File: config.mk
export PLATFORM = sky130hd
export DESIGN_NAME = srtf_scheduler
export DESIGN_NICKNAME = d
export VERILOG_FILES = /design/src/hw/rtl/srtf_pkg.sv /design/src/hw/rtl/srtf_scheduler.sv /design/src/hw/rtl/srtf_ctrl.sv /design/src/hw/rtl/srtf_datapath.sv
export SDC_FILE = /design/constraint.sdc
export NUM_CORES = 1
export LEC_CHECK = 0
export ABC_AREA = 1
export BUFFER_PORTS_ARGS = -buffer_cell sky130_fd_sc_hd__buf_2
export CORE_UTILIZATION = 67
export DETAILED_ROUTE_END_ITERATION = 8
export GPL_TIMING_DRIVEN = 0
export PLACE_DENSITY_LB_ADDON = 0.1
export SYNTH_ARGS = -nofsm -noshare
export SYNTH_HDL_FRONTEND = slang
export SYNTH_SLANG_ARGS = --single-unit
File: constraint.sdc
create_clock -name clock -period 7.7 [get_ports clock]
set_clock_uncertainty 0.05 [all_clocks]
set_input_delay 0.385 -clock clock [delete_from_list [all_inputs] [get_ports clock]]
set_output_delay 0.385 -clock clock [all_outputs]
set_load 0.02 [all_outputs]
File: src/hw/rtl/srtf_pkg.sv
// srtf_pkg: shared constants, codes and controller/datapath interface types
// for the shortest-remaining-time-first scheduler. No dependencies.
package srtf_pkg;

   localparam int SLOTS     = 16;
   localparam int TIME_BITS = 16;
   localparam int SLOT_BITS = (SLOTS > 1) ? $clog2(SLOTS) : 1;

   localparam int ID_W    = 4;
   localparam int BURST_W = 16;
   localparam int OTIME_W = 16;

   localparam logic ACT_ARRIVE = 1'b0;
   localparam logic ACT_TICK   = 1'b1;

   typedef enum logic [1:0] {
      ST_ACCEPT = 2'd0,
      ST_REJECT = 2'd1,
      ST_RAN    = 2'd2,
      ST_IDLE   = 2'd3
   } status_type;

   typedef struct packed {
      logic capture;
      logic arrive;
      logic scan;
      logic tick;
      logic emit;
   } dp_cmd_type;

   typedef struct packed {
      logic scan_last;
      logic out_free;
   } dp_stat_type;

endpackage

File: src/hw/rtl/srtf_scheduler.sv
// srtf_scheduler: top level of the shortest-remaining-time-first scheduler.
// Depends on srtf_pkg; instantiates srtf_ctrl and srtf_datapath.
//
// Usage:
//   req_* beat: req_action selects arrive (place req_proc_id with
//   req_burst_length, stamped with the current time) or tick (run the
//   occupied slot with least remaining time, lowest id on ties, for one unit).
//   rsp_* beat: exactly one per request; status, slot that ran, completion
//   data when it finished, and the time counter after the request.
// Sequence:
//   Arrive: capture, then the arrive state, then the result state, which
//   loads the output register and sets rsp_valid. Tick: a serial scan of
//   all 16 slots over the remaining-time store (one read port, one slot a
//   cycle), then drain, update and result. One request in work.
// Stalls: the result sits in an output register; the next request is
//   taken while it waits, and the following result holds until rsp_ready.
// Reset: synchronous, active high; all slots free, time counter zero.
module srtf_scheduler (
   input  logic                           clock,
   input  logic                           reset,
   input  logic                           req_valid,
   output logic                           req_ready,
   input  logic                           req_action,
   input  logic [srtf_pkg::ID_W-1:0]      req_proc_id,
   input  logic [srtf_pkg::BURST_W-1:0]   req_burst_length,
   output logic                           rsp_valid,
   input  logic                           rsp_ready,
   output logic [1:0]                     rsp_status,
   output logic [srtf_pkg::ID_W-1:0]      rsp_ran_id,
   output logic                           rsp_finished,
   output logic [srtf_pkg::OTIME_W-1:0]   rsp_finish_time,
   output logic [srtf_pkg::OTIME_W-1:0]   rsp_turnaround,
   output logic [srtf_pkg::OTIME_W-1:0]   rsp_waiting,
   output logic [srtf_pkg::OTIME_W-1:0]   rsp_now
);
   import srtf_pkg::*;

   dp_cmd_type  cmd;
   dp_stat_type stat;

   srtf_ctrl u_ctrl (
      .clock      (clock),
      .reset      (reset),
      .req_valid  (req_valid),
      .req_ready  (req_ready),
      .req_action (req_action),
      .stat       (stat),
      .cmd        (cmd)
   );

   srtf_datapath u_datapath (
      .clock            (clock),
      .reset            (reset),
      .cmd              (cmd),
      .stat             (stat),
      .req_proc_id      (req_proc_id),
      .req_burst_length (req_burst_length),
      .rsp_valid        (rsp_valid),
      .rsp_ready        (rsp_ready),
      .rsp_status       (rsp_status),
      .rsp_ran_id       (rsp_ran_id),
      .rsp_finished     (rsp_finished),
      .rsp_finish_time  (rsp_finish_time),
      .rsp_turnaround   (rsp_turnaround),
      .rsp_waiting      (rsp_waiting),
      .rsp_now          (rsp_now)
   );

endmodule

File: src/hw/rtl/srtf_ctrl.sv
// srtf_ctrl: sequencing state machine of the scheduler.
// Depends on srtf_pkg; drives srtf_datapath through dp_cmd_type.
module srtf_ctrl (
   input  logic                  clock,
   input  logic                  reset,
   input  logic                  req_valid,
   output logic                  req_ready,
   input  logic                  req_action,
   input  srtf_pkg::dp_stat_type stat,
   output srtf_pkg::dp_cmd_type  cmd
);
   import srtf_pkg::*;

   typedef enum logic [2:0] {
      S_IDLE,
      S_ARRIVE,
      S_SCAN,
      S_DRAIN,
      S_TICK,
      S_RESULT
   } state_type;

   state_type state_ff;
   logic      req_ready_ff;
   logic      accept;

   assign accept    = req_valid && req_ready_ff;
   assign req_ready = req_ready_ff;

   always_comb begin
      cmd         = '0;
      cmd.capture = (state_ff == S_IDLE) && accept;
      cmd.arrive  = (state_ff == S_ARRIVE);
      cmd.scan    = (state_ff == S_SCAN);
      cmd.tick    = (state_ff == S_TICK);
      cmd.emit    = (state_ff == S_RESULT) && stat.out_free;
   end

   always_ff @(posedge clock) begin
      if (reset) begin
         state_ff     <= S_IDLE;
         req_ready_ff <= 1'b1;
      end else begin
         case (state_ff)
            S_IDLE: begin
               if (accept) begin
                  req_ready_ff <= 1'b0;
                  state_ff     <= (req_action == ACT_TICK) ? S_SCAN : S_ARRIVE;
               end
            end
            S_ARRIVE: state_ff <= S_RESULT;
            S_SCAN: begin
               if (stat.scan_last) state_ff <= S_DRAIN;
            end
            S_DRAIN:  state_ff <= S_TICK;
            S_TICK:   state_ff <= S_RESULT;
            S_RESULT: begin
               if (stat.out_free) begin
                  state_ff     <= S_IDLE;
                  req_ready_ff <= 1'b1;
               end
            end
            default: begin
               state_ff     <= S_IDLE;
               req_ready_ff <= 1'b1;
            end
         endcase
      end
   end

endmodule

File: src/hw/rtl/srtf_datapath.sv
// srtf_datapath: slot stores, occupancy, time counter, serial minimum scan
// and result register. Depends on srtf_pkg; commanded by srtf_ctrl.
module srtf_datapath (
   input  logic                                clock,
   input  logic                                reset,
   input  srtf_pkg::dp_cmd_type                cmd,
   output srtf_pkg::dp_stat_type               stat,
   input  logic [srtf_pkg::ID_W-1:0]           req_proc_id,
   input  logic [srtf_pkg::BURST_W-1:0]        req_burst_length,
   output logic                                rsp_valid,
   input  logic                                rsp_ready,
   output logic [1:0]                          rsp_status,
   output logic [srtf_pkg::ID_W-1:0]           rsp_ran_id,
   output logic                                rsp_finished,
   output logic [srtf_pkg::OTIME_W-1:0]        rsp_finish_time,
   output logic [srtf_pkg::OTIME_W-1:0]        rsp_turnaround,
   output logic [srtf_pkg::OTIME_W-1:0]        rsp_waiting,
   output logic [srtf_pkg::OTIME_W-1:0]        rsp_now
);
   import srtf_pkg::*;

   logic [TIME_BITS-1:0] rem_mem [SLOTS];
   logic [TIME_BITS-1:0] arr_mem [SLOTS];
   logic [TIME_BITS-1:0] bst_mem [SLOTS];

   logic [SLOTS-1:0]     occ_ff;
   logic [TIME_BITS-1:0] time_ff;
   logic [ID_W-1:0]      id_ff;
   logic [BURST_W-1:0]   burst_ff;

   logic [SLOT_BITS-1:0] scan_addr_ff;
   logic [SLOT_BITS-1:0] cmp_idx_ff;
   logic                 cmp_vld_ff;
   logic [TIME_BITS-1:0] rem_rd_ff;
   logic                 found_ff;
   logic [SLOT_BITS-1:0] best_ff;
   logic [TIME_BITS-1:0] best_rem_ff;
   logic [TIME_BITS-1:0] arr_rd_ff;
   logic [TIME_BITS-1:0] bst_rd_ff;

   status_type           stat_ff;
   logic                 fin_ff;

   logic                 rsp_valid_ff;
   logic [1:0]           rsp_status_ff;
   logic [ID_W-1:0]      rsp_ran_id_ff;
   logic                 rsp_finished_ff;
   logic [OTIME_W-1:0]   rsp_finish_time_ff;
   logic [OTIME_W-1:0]   rsp_turnaround_ff;
   logic [OTIME_W-1:0]   rsp_waiting_ff;
   logic [OTIME_W-1:0]   rsp_now_ff;

   logic [SLOT_BITS-1:0] id_idx;
   logic                 id_in_range;
   logic [TIME_BITS-1:0] burst_t;
   logic                 arr_ok;
   logic [TIME_BITS-1:0] rem_dec;
   logic                 rem_zero;
   logic                 cmp_take;
   logic [TIME_BITS-1:0] tat_w;
   logic [TIME_BITS-1:0] wt_w;
   logic                 out_free;

   assign id_idx      = SLOT_BITS'(id_ff);
   assign id_in_range = (32'(id_ff) < 32'(SLOTS));
   assign burst_t     = TIME_BITS'(burst_ff);
   assign arr_ok      = id_in_range && !occ_ff[id_idx] && (burst_t != '0);
   assign rem_dec     = best_rem_ff - TIME_BITS'(1);
   assign rem_zero    = (rem_dec == '0);
   assign cmp_take    = cmp_vld_ff && occ_ff[cmp_idx_ff] &&
                        (!found_ff || (rem_rd_ff < best_rem_ff));
   assign tat_w       = time_ff - arr_rd_ff;
   assign wt_w        = tat_w - bst_rd_ff;
   assign out_free    = !rsp_valid_ff || rsp_ready;

   assign stat.scan_last = (scan_addr_ff == SLOT_BITS'(SLOTS - 1));
   assign stat.out_free  = out_free;

   // slot stores: one write port each, registered reads
   always_ff @(posedge clock) begin
      if (cmd.arrive && arr_ok) begin
         rem_mem[id_idx] <= burst_t;
         bst_mem[id_idx] <= burst_t;
         arr_mem[id_idx] <= time_ff;
      end else if (cmd.tick && found_ff) begin
         rem_mem[best_ff] <= rem_dec;
      end
      if (cmd.scan) rem_rd_ff <= rem_mem[scan_addr_ff];
      if (cmd.tick) begin
         arr_rd_ff <= arr_mem[best_ff];
         bst_rd_ff <= bst_mem[best_ff];
      end
   end

   // payload and scan registers
   always_ff @(posedge clock) begin
      if (cmd.capture) begin
         id_ff    <= req_proc_id;
         burst_ff <= req_burst_length;
      end
      if (cmd.scan) cmp_idx_ff <= scan_addr_ff;
      if (cmd.capture) begin
         found_ff <= 1'b0;
      end else if (cmp_take) begin
         found_ff    <= 1'b1;
         best_ff     <= cmp_idx_ff;
         best_rem_ff <= rem_rd_ff;
      end
      if (cmd.arrive) begin
         stat_ff <= arr_ok ? ST_ACCEPT : ST_REJECT;
         fin_ff  <= 1'b0;
      end else if (cmd.tick) begin
         stat_ff <= found_ff ? ST_RAN : ST_IDLE;
         fin_ff  <= found_ff && rem_zero;
      end
      if (cmd.emit) begin
         rsp_status_ff      <= stat_ff;
         rsp_ran_id_ff      <= (stat_ff == ST_RAN) ? ID_W'(best_ff) : '0;
         rsp_finished_ff    <= fin_ff;
         rsp_finish_time_ff <= fin_ff ? OTIME_W'(time_ff) : '0;
         rsp_turnaround_ff  <= fin_ff ? OTIME_W'(tat_w) : '0;
         rsp_waiting_ff     <= fin_ff ? OTIME_W'(wt_w) : '0;
         rsp_now_ff         <= OTIME_W'(time_ff);
      end
   end

   // control state
   always_ff @(posedge clock) begin
      if (reset) begin
         occ_ff       <= '0;
         time_ff      <= '0;
         scan_addr_ff <= '0;
         cmp_vld_ff   <= 1'b0;
         rsp_valid_ff <= 1'b0;
      end else begin
         cmp_vld_ff <= cmd.scan;
         if (cmd.capture) scan_addr_ff <= '0;
         else if (cmd.scan) scan_addr_ff <= scan_addr_ff + SLOT_BITS'(1);
         if (cmd.arrive && arr_ok) occ_ff[id_idx] <= 1'b1;
         else if (cmd.tick && found_ff && rem_zero) occ_ff[best_ff] <= 1'b0;
         if (cmd.tick) time_ff <= time_ff + TIME_BITS'(1);
         if (cmd.emit) rsp_valid_ff <= 1'b1;
         else if (rsp_ready) rsp_valid_ff <= 1'b0;
      end
   end

   assign rsp_valid       = rsp_valid_ff;
   assign rsp_status      = rsp_status_ff;
   assign rsp_ran_id      = rsp_ran_id_ff;
   assign rsp_finished    = rsp_finished_ff;
   assign rsp_finish_time = rsp_finish_time_ff;
   assign rsp_turnaround  = rsp_turnaround_ff;
   assign rsp_waiting     = rsp_waiting_ff;
   assign rsp_now         = rsp_now_ff;

`ifndef ASSERT_OFF
   a_arrive_sets_occ: assert property (@(posedge clock) disable iff (reset)
      (cmd.arrive && arr_ok) |=> occ_ff[$past(id_idx)])
      else $error("accepted arrival did not mark its slot occupied");

   a_pick_is_occupied: assert property (@(posedge clock) disable iff (reset)
      (cmd.tick && found_ff) |-> occ_ff[best_ff])
      else $error("scan picked a free slot");

   a_tick_advances_time: assert property (@(posedge clock) disable iff (reset)
      cmd.tick |=> (time_ff == $past(time_ff) + TIME_BITS'(1)))
      else $error("time counter did not advance on tick");

   a_finish_only_on_run: assert property (@(posedge clock) disable iff (reset)
      (rsp_valid_ff && rsp_finished_ff) |-> (rsp_status_ff == 2'(ST_RAN)))
      else $error("completion reported on a beat that ran nothing");
`endif

endmodule
After elaboration in Yosys (flattened, before gate mapping) --
Memories as Yosys holds them, arrays and structs flattened. A register that Yosys moved wholly into a read port is not among the register bits. Index checks and enable logic that the tools add are counted.
Operators by class: $add $sub $neg 5, multiply operators 0, div/mod/pow operators 0, $lt $le $gt $ge 6, equal/unequal tests 10, shifts and indexed selects 0, mux-type cells 32, bitwise gates (word level) 5, reductions and logical operators 30
Operators with widths (count):
- $mux 16 | 3
- $sub 16x16->16 | 2
- $add 16x1->16 const B | 1
- $and 16x16->16 | 1
- $logic_not 16->1 | 1
- $lt 16x16->1 | 1
- $mux 1 | 16
- $not 16->16 | 1
- $or 16x16->16 | 1
- $reduce_bool 16->1 | 1
- $reduce_or 16->1 | 1
- $sub 16x1->16 const B | 1
- $lt 4x5->1 const B | 3
- $pmux 3 s5 | 1
- $logic_and 1x1->1 | 12
- $mux 3 | 3
- $bmux 1 s4 | 2
- $demux 1 s4 | 2
- $ge 4x1->1 const B | 2
- $eq 3x2->1 const B | 2
- $eq 3x3->1 const B | 2
- $mux 2 | 3
- $reduce_and 3->1 | 2
- $reduce_bool 2->1 | 3
- 15 further kinds | 21
Word-level totals: register bits 161, latch bits 0, RAM bits 768, bits in read-only memories 0, bits of input ports 25, memories kept 3
Memories:
- u_datapath.arr_mem | depth 16, width 16, read ports 1, clocked after memory_dff 1, wr ports 1, RTL line srtf_datapath.sv:23 | logic [TIME_BITS-1:0] arr_mem [SLOTS];
- u_datapath.bst_mem | depth 16, width 16, read ports 1, clocked after memory_dff 1, wr ports 1, RTL line srtf_datapath.sv:24 | logic [TIME_BITS-1:0] bst_mem [SLOTS];
- u_datapath.rem_mem | depth 16, width 16, read ports 1, clocked after memory_dff 1, wr ports 1, RTL line srtf_datapath.sv:22 | logic [TIME_BITS-1:0] rem_mem [SLOTS];

Logic depth before layout (Yosys ltp) --
Gate-level depths: netlist (run 1).
depth in word-level cells 9, mapped depth 21

Modules after synthesis --
Synthesis (run 1) repeated with hierarchy kept, for this count alone.
Second synthesis, totals: cells, all modules 3062, area, all modules 39641.8 µm²
Modules (own cells, without submodules):
- srtf_datapath | times used 1, cells each 3019, area an instance 39374.0 µm², sequential area each 28817.6 µm²
- srtf_ctrl | times used 1, cells each 43, area an instance 267.8 µm², sequential area each 80.1 µm²

Worst setup path after synthesis (run 1) --
Ideal clock, no wire load.
path kind register to register, from register u_ctrl.state_ff[2], to register u_datapath.rsp_finish_time_ff[0] (netlist: u_datapath.rsp_finish_time[0]) (enable), library setup time 500 ps, data arrival time 3618 ps, required time 7150 ps, setup slack 3531 ps, cell stages (with the launch flop) 5, buffers on the path 0, period minus slack after synthesis 4169 ps, path through dfxtp_1 > inv_1 > nor3_1 > inv_1 > nor2_1
RTL lines:
- start, declared | RTL line srtf_ctrl.sv:23 | state_type state_ff;
- start signal, assigned | RTL line srtf_ctrl.sv:48 | state_ff <= (req_action == ACT_TICK) ? S_SCAN : S_ARRIVE;
- end signal, assigned | RTL line srtf_datapath.sv:120 | rsp_finish_time_ff <= fin_ff ? OTIME_W'(time_ff) : '0;
- end, declared | RTL line srtf_datapath.sv:48 | logic [OTIME_W-1:0] rsp_finish_time_ff;

Final worst setup path (run 1) --
from register u_datapath.time_ff[0], to register u_datapath.rsp_waiting_ff[12] (netlist: u_datapath.rsp_waiting[12]) (data pin)
On the way: word-level cells in the longest chain between the ends 2
RTL lines:
- start, declared | RTL line srtf_datapath.sv:27 | logic [TIME_BITS-1:0] time_ff;
- start signal, assigned | RTL line srtf_datapath.sv:141 | if (cmd.tick) time_ff <= time_ff + TIME_BITS'(1);
- $sub 16x16->16 | RTL line srtf_datapath.sv:72 | assign tat_w = time_ff - arr_rd_ff;
- net u_datapath.tat_w[4] | RTL line srtf_datapath.sv:60 | logic [TIME_BITS-1:0] tat_w;
- $sub 16x16->16 | RTL line srtf_datapath.sv:73 | assign wt_w = tat_w - bst_rd_ff;
- end signal, assigned | RTL line srtf_datapath.sv:122 | rsp_waiting_ff <= fin_ff ? OTIME_W'(wt_w) : '0;
- end, declared | RTL line srtf_datapath.sv:50 | logic [OTIME_W-1:0] rsp_waiting_ff;
The timed path passes the listed nets, and every way through them passes these cells. A chain may end at the register's enable or synchronous reset.

==> results of run 1 <==
[area by class of cell]
| class | count | area [µm²] |
|---|---|---|
| fill | 3432 | 13200 |
| clock buffer | 127 | 2550 |
| tap | 765 | 957 |
| sequential | 977 | 28900 |
| multi-input combinational | 1767 | 9500 |
| timing repair buffer | 153 | 1250 |
| inverter | 196 | 736 |
| buffer | 162 | 641 |
| clock inverter | 48 | 429 |
[per-layer routing]
metal  vias up  share of wire  wire [µm]  GRT usage
met2      2076           0.48      55600      0.629
li1      11900              -          -          -
met5         -              0          0          0
met3       428           0.11      12500     0.0695
met1     13500           0.34      39200      0.483
met4         0          0.071       8200      0.240
[cells by family (layout without fill, tap and decap cells)]
kind of cell | Yosys count | count (layout) | synth area share
compound gates | 442 | 442 | 0.0728
xor+xnor | 17 | 17 | 0.00376
fa+ha+maj | 51 | 51 | 0.0165
buf+inv | 358 | 686 | 0.0347
flops | 977 | 977 | 0.729
mux | 27 | 27 | 0.00682
simple gates | 1230 | 1230 | 0.137
[registers in the layout, indices dropped and copies added (netlist names), 3 cells and up]
signal and flops:
u_datapath.rsp_finish_time 16, u_datapath.bst_rd_ff 16, u_datapath.scan_addr_ff 4, u_datapath.cmp_idx_ff 4, u_datapath.best_rem_ff 16, u_datapath.bst_mem 256
u_ctrl.state_ff 3, u_datapath.best_ff 4, u_datapath.rsp_waiting 16, u_datapath.rsp_turnaround 16, u_datapath.arr_rd_ff 16, u_datapath.burst_ff 16
u_datapath.occ_ff 16, u_datapath.rsp_ran_id 4, u_datapath.rem_mem 256, u_datapath.arr_mem 256, u_datapath.time_ff 16, u_datapath.id_ff 4
u_datapath.rem_rd_ff 16, u_datapath.rsp_now 16
[cells in the mapped netlist (all sizes together) (2+ instances only)]
library cell | instances | area [µm²]
nor2 | 299 | 1160
nand3 | 462 | 2310
o21bai | 6 | 45.0
xnor2 | 2 | 17.5
clkbuf | 144 | 541
nand4 | 50 | 319
a31oi | 3 | 18.8
fa | 2 | 40.0
a21o | 6 | 45.0
nor3 | 14 | 81.3
o21ai | 128 | 641
edfxtp | 933 | 28000
o211ai | 9 | 67.6
ha | 49 | 613
mux2i | 27 | 270
clkinv | 3 | 11.3
a22oi | 129 | 968
xor2 | 15 | 131
o21a | 3 | 22.5
inv | 193 | 724
o221ai | 27 | 236
o32ai | 37 | 324
buf | 18 | 100
a21oi | 90 | 488
dfxtp | 44 | 881
nand2 | 402 | 1520
o22ai | 2 | 12.5
[power by group]
group	switching [W]	leakage, nW	internal (W)
sequential	0.000285	8.49	0.00632
clock	0.00198	1.45	0.00254
combinational	0.00130	5.57	0.000455
total	0.00356	15.5	0.00932
[worst register-to-register path, cell delays in order (launching register included)]
cell and delay [ns]:
sky130_fd_sc_hd__dfxtp_1 1.06, sky130_fd_sc_hd__inv_1 0.23, sky130_fd_sc_hd__ha_1 0.30, sky130_fd_sc_hd__inv_1 0.11
sky130_fd_sc_hd__fa_1 0.27, sky130_fd_sc_hd__nand3_1 0.11, sky130_fd_sc_hd__nand2_1 0.13, sky130_fd_sc_hd__xor2_1 0.27
sky130_fd_sc_hd__inv_1 0.14, sky130_fd_sc_hd__ha_1 0.34, sky130_fd_sc_hd__nand2_1 0.05, sky130_fd_sc_hd__o21ai_0 0.47
sky130_fd_sc_hd__a21oi_1 0.22, sky130_fd_sc_hd__o21ai_0 0.28, sky130_fd_sc_hd__nand2_1 0.08, sky130_fd_sc_hd__nand2_1 0.06
sky130_fd_sc_hd__nor2_1 0.04
[repair_timing]
item | 4_1_cts | 5_1_grt
setup endpoints to repair | 0 | 0
resized for setup | 0 | 0
endpoints found under the hold margin | 25 | 0
hold buffers | 22 | 0
[path summary, 6_finish.rpt]
path | cells past startpoint | start | to
hold / removal | 4 | req_action | u_ctrl.state_ff[0]
setup reg to reg | 16 | u_datapath.time_ff[0] | u_datapath.rsp_waiting[12]
setup / recovery | 16 | u_datapath.time_ff[0] | u_datapath.rsp_waiting[12]
hold reg to reg | 0 | u_datapath.scan_addr_ff[2] | u_datapath.cmp_idx_ff[2]
[through the flow]
| step | cells | hold WS, ns |
|---|---|---|
| 2_1_floorplan | 3102 | 0.356 |
| 3_5_place_dp | 3998 | 0.368 |
| 3_3_place_gp | 3964 | 0.366 |
| 6_report | 4195 | 0.119 |
| 4_1_cts | 4195 | 0.0600 |
| 5_1_grt | 4195 | 0.104 |
==> results.toml, run 1 <==
[synth]
postSynthCellCount = 3102
synth-seq-cells = 977
synth.lib_cells_used.distinct = 43
mean_post_synth_cell_area_um2 = 12.8
area_of_the_mapped_netlist_mm2 = 0.0397
yosys_most_used_dff = "sky130_fd_sc_hd__edfxtp_1"
ys_warns = 0
synth.yosys.seq_area_share = 0.729
synthesis.nets = 3178
synth_edf_count = 933
async_flop_share = 0

[final_layout]
fin_util = 0.773
mostFrequentLayoutCell = "sky130_fd_sc_hd__edfxtp_1"
most-common-layout-cells = "sky130_fd_sc_hd__edfxtp_1, sky130_fd_sc_hd__nand3_1, sky130_fd_sc_hd__nand2_1, sky130_fd_sc_hd__nor2_1, sky130_fd_sc_hd__inv_1"
antenna_diode_instance_count = 0
drive_above_1_share = 0.0985
final_net_count = 3428
area.growth.synth_to_final_pct = 13.4
finalInstanceArea_mm2 = 0.0450

[drt]
first_iter_violations = 3662
postRouteAntennaNets = 0
totalWireLength_um = 116000
drt_drc_violations_left = 0
route.detailed.wl_per_inst_um = 27.5
avgViaCountPerCell = 6.66
routed-via-count = 28000
detailedRoute.firstPassIterationCount = 6

[cts]
post_cts.repair.setup_buffers = 0
clkSinkCount = 977
cts_buffers = 95
worstSkewPairLatency_ns = 0.66
clock_transition_at_the_registers_of_the_reported_paths_ns = 0.06
clock_tree.htree_level_count = 3
clockBufferDepth = 3
tritoncts = "built"
clk_root_buf = "sky130_fd_sc_hd__clkbuf_16"

[power]
static-leakage-power_nw = 15.5
power_per_cell_area_mw_per_mm2 = 286
power_w = 0.0129
power.ir.vdd_worst_v = 0.000264

[setup_path]
reg2reg_slack_ns = 3.22
top_fanout_value_on_the_critical_path = 21
arrival_ns = 4.83
crit_path_frequent_cell = "sky130_fd_sc_hd__nand2_1"
cp_endpoint_kind = "register"
criticalPathCategory = "reg -> reg"
crit_path_cell_trace = "inv_1, ha_1, inv_1, fa_1, nand3_1, nand2_1, xor2_1, inv_1, ha_1, nand2_1, o21ai_0, a21oi_1, o21ai_0, nand2_1, nand2_1, nor2_1"
startpoint_type_of_the_worst_setup_path = "register"
cp_top_family = "flip-flops"
data_required_time_of_the_worst_path_ns = 8.05
timing.critical_path.buf_inv = 3
slowest_stage = "sky130_fd_sc_hd__dfxtp_1"
critical-path-max-stage-delay_ns = 1.06

[timing]
grt_setup_unrepaired = "false"
setup_tns_ns = 0
max_freq_mhz = 223
fin_crit_sh = 0.581
slew_violations = 0
setup_viol_count_final = 0
hold_violations = 0
worst_pin_slew_ns = 1.47
final_period_minus_worst_setup_slack_ns = 4.48
max-slew-margin-rel = 0.00812
worst_slack_ns = 3.22

[floorplanning]
initial_core_util = 0.682
io_pins = 98
coreArea_mm2 = 0.0581
num_rows = 88
chipHeight_um = 245
die_area_mm2 = 0.0602
die_w_um = 245

[place]
post_dp_cell_area_mm2 = 0.0418
preCtsSetupSlack_ns = 3.44
portBuffers = 97
dp_hpwl_um = 75700
gp_routability_congestion = 0.921

[global_routing]
first_pass_grt_wire_length_um = 168000
global_route_total_usage_across_every_layer = 0.386
gr-total-overflow = 0
grt_antenna_before_repair = 0
grt_start_max_net_pins = 41
via_count_of_the_first_global_routing_pass = 27200

[run_status]
status = "finished with violations"
failed_checks = "capacitance limit"

[min_path]
holdCritPathClass = "in -> reg"

[flow_run]
cap_viol_max_count = 1
(Power assumes the default switching activity.)
==> inputs of run 2 (changes only) <==
--- a/config.mk
+++ b/config.mk
@@ -7,7 +7,7 @@
 export LEC_CHECK = 0
 export ABC_AREA = 1
 export BUFFER_PORTS_ARGS = -buffer_cell sky130_fd_sc_hd__buf_2
-export CORE_UTILIZATION = 67
+export CORE_UTILIZATION = 62
 export DETAILED_ROUTE_END_ITERATION = 8
 export GPL_TIMING_DRIVEN = 0
 export PLACE_DENSITY_LB_ADDON = 0.1
==> constraint.sdc (replaced) <==
create_clock -name clock -period 4.55 [get_ports clock]
set_clock_uncertainty 0.05 [all_clocks]
set_input_delay 0.2275 -clock clock [delete_from_list [all_inputs] [get_ports clock]]
set_output_delay 0.2275 -clock clock [all_outputs]
set_load 0.02 [all_outputs]
==> run 2 against run 1 <==
Effect of this change:
- the flow now finishes without violations
- worst hold slack improved by 0.11 ns
- cell count rose by 1.9%
- setup slack got worse by 2.9 ns
- maximum frequency rose by 6.5%
- non-clock buffer count is 2 higher
- flip-flop and latch count did not move
- power is 68% higher
- sequential share of layout area down 0.098 points
- critical endpoint unchanged
- largest power group unchanged
==> results.toml, run 2 (synthesis results as in run 1) <==
[run_status]
status = "finished, final reports clean"

[floorplanning]
chipHeight_um = 255
die_w_um = 255
die_area_mm2 = 0.0650
coreArea_mm2 = 0.0631
initial_core_util = 0.629
io_pins = 98
num_rows = 92

[setup_path]
arrival_ns = 4.56
data_required_time_of_the_worst_path_ns = 4.91
startpoint_type_of_the_worst_setup_path = "register"
critical-path-max-stage-delay_ns = 1.09
timing.critical_path.buf_inv = 1
cp_endpoint_kind = "register"
cp_top_family = "compound AO/OA/AOI/OAI gates"
slowest_stage = "sky130_fd_sc_hd__dfxtp_1"
criticalPathCategory = "reg -> reg"
crit_path_cell_trace = "ha_1, nand3_1, nand2_1, xor2_1, ha_1, inv_1, nand3_1, o21ai_0, o21ai_0, a21oi_1, o21ai_0, nand2_1, nand2_1, nor2_1"
top_fanout_value_on_the_critical_path = 23

[timing]
max-slew-margin-rel = 0.217
grt_setup_unrepaired = "false"
slew_violations = 0
setup_tns_ns = 0
max_freq_mhz = 238
worst_pin_slew_ns = 1.17
hold_violations = 0
worst_slack_ns = 0.350
fin_crit_sh = 0.923
final_period_minus_worst_setup_slack_ns = 4.20
setup_viol_count_final = 0

[final_layout]
area.growth.synth_to_final_pct = 13.6
drive_above_1_share = 0.0989
mostFrequentLayoutCell = "sky130_fd_sc_hd__edfxtp_1"
top_regs = "u_datapath.arr_mem (256), u_datapath.bst_mem (256), u_datapath.rem_mem (256)"
final_net_count = 3430
most-common-layout-cells = "sky130_fd_sc_hd__edfxtp_1, sky130_fd_sc_hd__nand3_1, sky130_fd_sc_hd__nand2_1, sky130_fd_sc_hd__nor2_1, sky130_fd_sc_hd__inv_1"
final_cell_count_no_fill = 4274

[cts]
cts_buffers = 95
clkSinkCount = 977
worstSkewPairLatency_ns = 0.67
clock_tree.htree_level_count = 3
clockBufferDepth = 3
clk_root_buf = "sky130_fd_sc_hd__clkbuf_16"
post_cts.repair.setup_buffers = 0
tritoncts = "built"
clock_transition_at_the_registers_of_the_reported_paths_ns = 0.07

[place]
dpl.cell_count = 4079
preCtsSetupSlack_ns = 0.324
portBuffers = 97
gp_routability_congestion = 0.961
dp_hpwl_um = 76400

[drt]
first_iter_violations = 3886
drt_drc_violations_left = 0
avgViaCountPerCell = 6.38
detailedRoute.firstPassIterationCount = 6
totalWireLength_um = 114000
route.detailed.wl_per_inst_um = 26.6
routed-via-count = 27300
postRouteAntennaNets = 0

[global_routing]
global_route.usage.met1 = 0.464
grt_start_max_net_pins = 41
grt_most_used_layer = "met2"
globalRouteMet2Util = 0.565
groute.layer.met3.usage = 0.0616
via_count_of_the_first_global_routing_pass = 26100
gr-total-overflow = 0
first_pass_grt_wire_length_um = 164000
grt_antenna_before_repair = 1
global_route_total_usage_across_every_layer = 0.353

[flow_run]
cap_viol_max_count = 0

[power]
sw_frac = 0.275
power.ir.vdd_worst_v = 0.000373
pint_w = 0.0157
power.share.combinational = 0.136
power_per_cell_area_mw_per_mm2 = 480
clock_power_share = 0.348
netSwitchingPower_w = 0.00595
static-leakage-power_nw = 15.5
seq_power_share = 0.516

[min_path]
holdCritPathClass = "in -> reg"
run 2: worst reg2reg max path, delay by kind of cell, from the launching register on:
kind                       cells  cell delay, ns
buffers and inverters          1            0.07
AOI/OAI and AO/OA              4            1.18
and+or+nand+nor                6            0.47
adders and majority gates      2            0.68
xor gates and xnor gates       1            0.43
DFF                            1            1.09
run 2: what timing repair did:
item | 4_1_cts | 5_1_grt
gates resized for setup | 0 | 2
hold buffers | 24 | 0
endpoints found under the hold margin | 28 | 0
endpoints found under the setup margin | 0 | 2
run 2: metrics by stage:
step / hold slack [ns] / cell area [µm²] / total power [W] / utilization
detailed placement: 0.356 / 41900 / 0.0142 / 0.664
finish: 0.233 / 45000 / 0.0216 / 0.714
CTS: 0.211 / 45000 / 0.0215 / 0.714
global route: 0.235 / 45000 / 0.0222 / 0.714
global placement: 0.356 / 41200 / 0.0139 / 0.653
floorplan: 0.247 / 39700 / 0.0128 / -
run 2: path summary, 6_finish.rpt:
check	startpoint	cells past startpoint	slack [ns]	end
worst max-delay path	u_datapath.time_ff[1]	14	0.35	u_datapath.rsp_waiting[12]
worst min register to register	u_datapath.rem_rd_ff[7]	0	0.40	u_datapath.best_rem_ff[7]
worst max register to register	u_datapath.time_ff[1]	14	0.35	u_datapath.rsp_waiting[12]
worst min-delay path	req_burst_length[14]	2	0.23	u_datapath.burst_ff[14]
run 2: layer usage:
metal | vias up | routed length, µm
met5 | - | 0
met4 | 0 | 6730
met3 | 325 | 11000
met2 | 1719 | 53700
met1 | 13300 | 42200
li1 | 11900 | -
run 2: cell type report:
type	count	area, µm²
Fill cell	4256	18100
Clock buffer	126	2490
Buffer	162	641
Clock inverter	44	429
Inverter	196	736
Timing Repair Buffer	155	1260
Tap cell	846	1060
Sequential cell	977	28900
Antenna cell	1	2.50
Multi-Input combinational cell	1767	9500
run 2: power groups by stage:
stage,logic (W),clock network (W),registers (W)
after global routing,0.00314,0.00788,0.0112
after CTS,0.00287,0.00752,0.0111
final,0.00294,0.00752,0.0112
after floorplan,0.00164,0,0.0111
after detailed placement,0.00284,0,0.0113
after global placement,0.00260,0,0.0113
